<file path="config.mk">
export PLATFORM = sky130hd
export DESIGN_NAME = ldu_mul_unit
export DESIGN_NICKNAME = d
export VERILOG_FILES = /design/src/ldu_pkg.sv /design/src/ldu_mul_unit.sv
export SDC_FILE = /design/constraint.sdc
export NUM_CORES = 2
export LEC_CHECK = 0
export BUFFER_PORTS_ARGS = -buffer_cell sky130_fd_sc_hd__buf_4
export CORE_MARGIN = 8
export CORE_UTILIZATION = 35
export CTS_BUF_LIST = sky130_fd_sc_hd__clkbuf_8 sky130_fd_sc_hd__clkbuf_16
export DETAILED_ROUTE_END_ITERATION = 10
export PLACE_DENSITY = 0.47
export RECOVER_POWER = 25
export SYNTH_ARGS = -nofsm -noshare
export SYNTH_HDL_FRONTEND = slang
export SYNTH_SLANG_ARGS = --single-unit
</file>
<file path="constraint.sdc">
create_clock -name clock -period 19.35 [get_ports clock]
set_input_delay 2.9025 -clock clock [delete_from_list [all_inputs] [get_ports clock]]
set_output_delay 2.9025 -clock clock [all_outputs]
set_load 0.005 [all_outputs]
</file>
<file path="src/ldu_pkg.sv">
// Shared types, widths and codes for the LDU sparse matrix-vector block.
// Used by ldu_mul_unit, ldu_x_bank, ldu_acc_bank and ldu_sparse_matvec.
package ldu_pkg;

   // Number of cells held on chip and the address width of the stores.
   localparam int MAX_CELLS = 1024;
   localparam int ADDR_W    = (MAX_CELLS > 1) ? $clog2(MAX_CELLS) : 1;

   // Field widths.
   localparam int CELL_W = 10;
   localparam int VAL_W  = 32;
   localparam int ACC_W  = 48;
   localparam int FRAC_W = 16;
   localparam int PROD_W = 2 * VAL_W;

   // Configuration port.
   localparam int CSR_IDX_W  = 2;
   localparam int CSR_DATA_W = 2;
   localparam logic [CSR_IDX_W-1:0] CSR_MATRIX_KIND      = 2'd0;
   localparam logic [CSR_IDX_W-1:0] CSR_INCLUDE_DIAGONAL = 2'd1;
   localparam logic [CSR_IDX_W-1:0] CSR_TRANSPOSE        = 2'd2;

   // Item modes.
   localparam logic [1:0] MODE_LOAD = 2'd0;
   localparam logic [1:0] MODE_FACE = 2'd1;
   localparam logic [1:0] MODE_READ = 2'd2;

   // Matrix kinds.
   localparam logic [1:0] KIND_DIAG       = 2'd0;
   localparam logic [1:0] KIND_SYM_UPPER  = 2'd1;
   localparam logic [1:0] KIND_SYM_LOWER  = 2'd2;
   localparam logic [1:0] KIND_ASYMMETRIC = 2'd3;

   // Control word for the accumulator bank.
   typedef struct packed {
      logic              rd_en;
      logic              wr_en;
      logic              load;   // start from the initial value and clear the sticky flag
      logic [ADDR_W-1:0] addr;
   } acc_ctl_type;

   // Control word for the x bank.
   typedef struct packed {
      logic              wr_en;
      logic [ADDR_W-1:0] wr_addr;
      logic              rd_en;
      logic [ADDR_W-1:0] rd_addr_a;
      logic [ADDR_W-1:0] rd_addr_b;
   } x_ctl_type;

endpackage

</file>
<file path="src/ldu_mul_unit.sv">
// Shared Q16.16 by Q16.16 multiplier with a registered Q32.16 result.
// Depends on ldu_pkg.
module ldu_mul_unit (
   input  logic                             clock,
   input  logic                             en,
   input  logic signed [ldu_pkg::VAL_W-1:0] a,
   input  logic signed [ldu_pkg::VAL_W-1:0] b,
   output logic signed [ldu_pkg::ACC_W-1:0] prod
);
   import ldu_pkg::*;

   logic signed [PROD_W-1:0] full;
   logic signed [ACC_W-1:0]  prod_ff;

   // The arithmetic shift by the fraction width rounds toward minus infinity.
   assign full = a * b;

   always_ff @(posedge clock) begin
      if (en) begin
         prod_ff <= full[FRAC_W +: ACC_W];
      end
   end

   assign prod = prod_ff;

endmodule

</file>
After elaboration in Yosys (flattened, before gate mapping)
Cells that the tools add are included.
{"block": "word_totals", "inputBits": 66, "out_inout_bits": 48, "reg_bits": 48}
{"block": "op_classes", "n_mul": 1}
{"cell": "multiplier 32 x 32 -> 64 bit", "count": 1}

Depth between registers and ports, before layout
{"block": "logic_depth", "word_depth": 1, "ltp_mapped": 27, "depth_no_buf": 26}

Worst setup path after synthesis
Ideal clock, no wire load.
{"block": "synth_timing", "path_type": "input to register", "start": "input a[31] in the netlist's numbering", "end": "register prod_ff[47] (netlist: prod[47]) (data pin)", "t_required_ns": 19.090, "setup_time_ns": 0.260, "cell_stages": 27, "slack_ns": 9.085, "t_arrival_ns": 10.005, "cell_sequence": "clkbuf_1 > nand2_1 > inv_1 > fa_1 > inv_1 > fa_1 > inv_1 > fa_1 > fa_1 > inv_1 > fa_1 > inv_1 > fa_1 > inv_1 > fa_1 > inv_1 > fa_1 > ha_1 > a21oi_1 > o211a_1 > o31ai_1 > a221oi_1 > a21oi_1 > o21ai_0 > o21ai_1 > o41a_1 > xnor2_1"}
{"block": "synth_between", "elab_chain_cells": 1}
{"element": "start, declared", "line_no": "ldu_mul_unit.sv:6", "rtl": "input logic signed [ldu_pkg::VAL_W-1:0] a,"}
{"element": "multiplier 32 x 32 -> 64 bit", "line_no": "ldu_mul_unit.sv:16", "rtl": "assign full = a * b;"}
{"element": "named net full[63]", "line_no": "ldu_mul_unit.sv:12", "rtl": "logic signed [PROD_W-1:0] full;"}
{"element": "end signal, assigned", "line_no": "ldu_mul_unit.sv:20", "rtl": "prod_ff <= full[FRAC_W +: ACC_W];"}
{"element": "end, declared", "line_no": "ldu_mul_unit.sv:13", "rtl": "logic signed [ACC_W-1:0] prod_ff;"}
The timed path passes the listed nets, and every way through them passes these cells.
A chain may end at the register's enable or synchronous reset.

Worst setup path after layout
{"block": "layout_timing", "start": "input b[3] in the netlist's numbering", "end": "register prod_ff[47] (netlist: prod[47]) (data pin)"}
{"block": "layout_between", "elab_chain_cells": 1}
{"element": "start, declared", "line_no": "ldu_mul_unit.sv:7", "rtl": "input logic signed [ldu_pkg::VAL_W-1:0] b,"}
{"element": "multiplier 32 x 32 -> 64 bit", "line_no": "ldu_mul_unit.sv:16"}
{"element": "named net full[63]", "line_no": "ldu_mul_unit.sv:12"}
The timed path passes the listed nets, and every way through them passes these cells.

==> flow_summary.ini <==
[timing]
worst-slew-pin-transition_ns = 2.73
max_freq_mhz = 92.6
min_period_over_period_pct = 55.8
fin_tns_setup_ns = 0
hold_violations = 0
finalMaxSlewViolations = 49
fin_crit_ns = 10.80
max_slew_margin_pct = -82.3
setup_viol = 0
grt_setup_unrepaired = no

[layout]
largest_register_ffs = 48
final_common_cell = fa_1
area_delta_synth_final_pct = 5.37
nets = 5064
n_fill_cell = 10831
drive_gt1_share_pct = 3.50
final_cell_mix = fa_1 (1081), inv_1 (950), nand2_1 (513), and2_1 (512), ha_1 (180)

[detailed_routing]
vias = 24291
drt_wl_total_microns = 105000
detail_route.iter0.violations = 1070
drc_errors = 0
detail_route.vias_per_cell = 4.73
wl_per_cell_microns = 20.5
drt.antenna.violating_nets = 0
first_pass_iters = 5

[clocking]
clkTransAtPathRegs_ns = 0.08
ctsHoldBuffers = 0
cts_buffer_depth = 2
cts_made_buffers = 5
cts_resized = 0
postCtsSetupBuffers = 0
clock-sinks = 48
tritoncts = done
htree_num_levels = 2
root_buffer = clkbuf_16

[global_routing]
grt_use_total_pct = 18.5
antenna_found_initial = 3
grt_overflow_total = 0
grt_pass1_vias = 27557
grt_first_pass_wirelength_microns = 166000
grt_max_degree = 49

[logic_synthesis]
synth_warnings = 0
synthMuxAreaShare_pct = 0
netlist_instances = 3820
synthArstFlopShare_pct = 0
synth-xor-area-share_pct = 1.49
ys_seq_area_share_pct = 3.90
synth-seq-cells = 48
ys_types = 54
syn_area_sq_um = 37000
avgSynthCellArea_sq_um = 9.68
synth-compound-area-share_pct = 2.79
ys.flop_type = edfxtp_1
synth_top_family_by_area = adder cells
syn_nets = 5147
synth_edf_count = 48
synthSimpleGateAreaFrac_pct = 15.5
synthAdderAreaFrac_pct = 64.6

[critical_path]
cp_common_cell = fa_1
cp-start-kind = input port
max_stage_delay_ns = 0.97
endpoint_kind = register
cp.required_ns = 19.41
crit_fanout = 32
path_class = in -> reg
critical_path.top_delay_family = adder cells
timing.critical_path.from = b[3]
crit_path_cell_trace = buf_4 -> and2_1 -> fa_1 -> fa_1 -> fa_1 -> fa_1 -> inv_1 -> fa_1 -> inv_1 -> fa_1 -> inv_1 -> fa_1 -> inv_1 -> fa_1 -> ha_1 -> a21oi_1 -> o211a_1 -> o31ai_1 -> a221oi_1 -> a21oi_1 -> o21ai_0 -> o21ai_1 -> o41a_1 -> xnor2_1
crit_arrival_ns = 10.86
path_buf_inv = 5
worst-path-stages = 24
cpMaxStageDelayCell = fa_1

[floorplanning]
core_area_sq_um = 105000
fp.dieH_microns = 341
die_x_microns = 341
die_area_sq_um = 116000
rows = 119
ios = 114
initial_core_util_pct = 35.2

[outcome]
failed_checks = max-capacitance violations, max-slew violations
status = finished, violations left

[place]
io_buffers = 113
place_congestion = 0.804
hpwl_microns = 87100

[worst_hold_path]
min_delay_worst_endpoint = prod[24]
hp-start = prod[24]
hold_depth = 1
worstHoldPathType = reg -> out

[job]
maxCapViolCount = 1
cell usage after synthesis, types with 3 or more instances:
master,n,area share [%]
a211oi_1,5,0.10
a21o_1,21,0.43
a21oi_1,48,0.65
a221oi_1,3,0.071
and2_1,512,8.7
and3_1,7,0.12
buf_1,4,0.041
clkbuf_1,200,2.0
edfxtp_1,48,3.9
fa_1,1081,59
ha_1,180,6.1
inv_1,950,9.6
nand2_1,513,5.2
nand2b_1,12,0.20
nand3_1,12,0.16
nand4_1,14,0.24
nand4b_1,3,0.071
nor2_1,46,0.47
nor2b_1,4,0.068
nor3_1,7,0.095
nor4_1,3,0.051
o2111ai_1,3,0.071
o211a_1,3,0.081
o211ai_1,3,0.061
o21a_1,6,0.12
o21ai_0,26,0.35
o21bai_1,8,0.16
o31ai_1,3,0.061
xnor2_1,40,0.95
xor2_1,23,0.54
logic make-up (layout without fill, tap and decap cells):
group	after synthesis	count (layout)
xor gates and xnor gates	63	63
and+or+nand+nor	1140	1140
DFF	48	48
buffers and inverters	1155	1073
other	0	3
AOI/OAI and AO/OA	153	153
adders and majority gates	1261	1261
layer usage:
| metal | track usage [%] | routed length [microns] | share of wire [%] |
|---|---|---|---|
| met2 | 36.6 | 60800 | 58 |
| met3 | 1.28 | 2340 | 2.2 |
| met1 | 22.0 | 40000 | 38 |
| met4 | 2.88 | 1850 | 1.8 |
| met5 | 0 | 23 | 0.022 |
layout make-up:
type | count | area, sq um | area share, %
multi-input combinational | 2617 | 31200 | 80.1
inverter | 950 | 3570 | 9.15
tap | 1391 | 1740 | 4.47
sequential | 48 | 1440 | 3.70
timing repair buffer | 115 | 860 | 2.21
clock buffer | 5 | 125 | 0.321
clock inverter | 3 | 22.5 | 0.0578
antenna | 3 | 7.51 | 0.0193
stage by stage:
step                      instances  util (%)  setup slack (ns)  hold WS (ns)  instance area (sq um)
final                          5132      37.1              8.55          3.63                  39000
after global routing           5129      37.1              7.96          3.67                  39000
after CTS                      5129      37.1              8.51          3.14                  39000
after detailed placement       5121      36.9              8.20          3.30                  38800
after global placement         5121      36.9              8.30          3.30                  38800
after floorplan                3820         -              9.09          3.02                  37000
worst max path at each step:
stage	to	slack, ns
global placement	prod[47]	8.30
finish	prod[47]	8.55
floorplan	prod[47]	9.09
global route	prod[47]	7.96
CTS	prod[47]	8.51
detailed placement	prod[47]	8.20
Power is left out: the tool's default activity adds up to more than one toggle a clock period on the data nets, which glitch-free logic cannot reach.
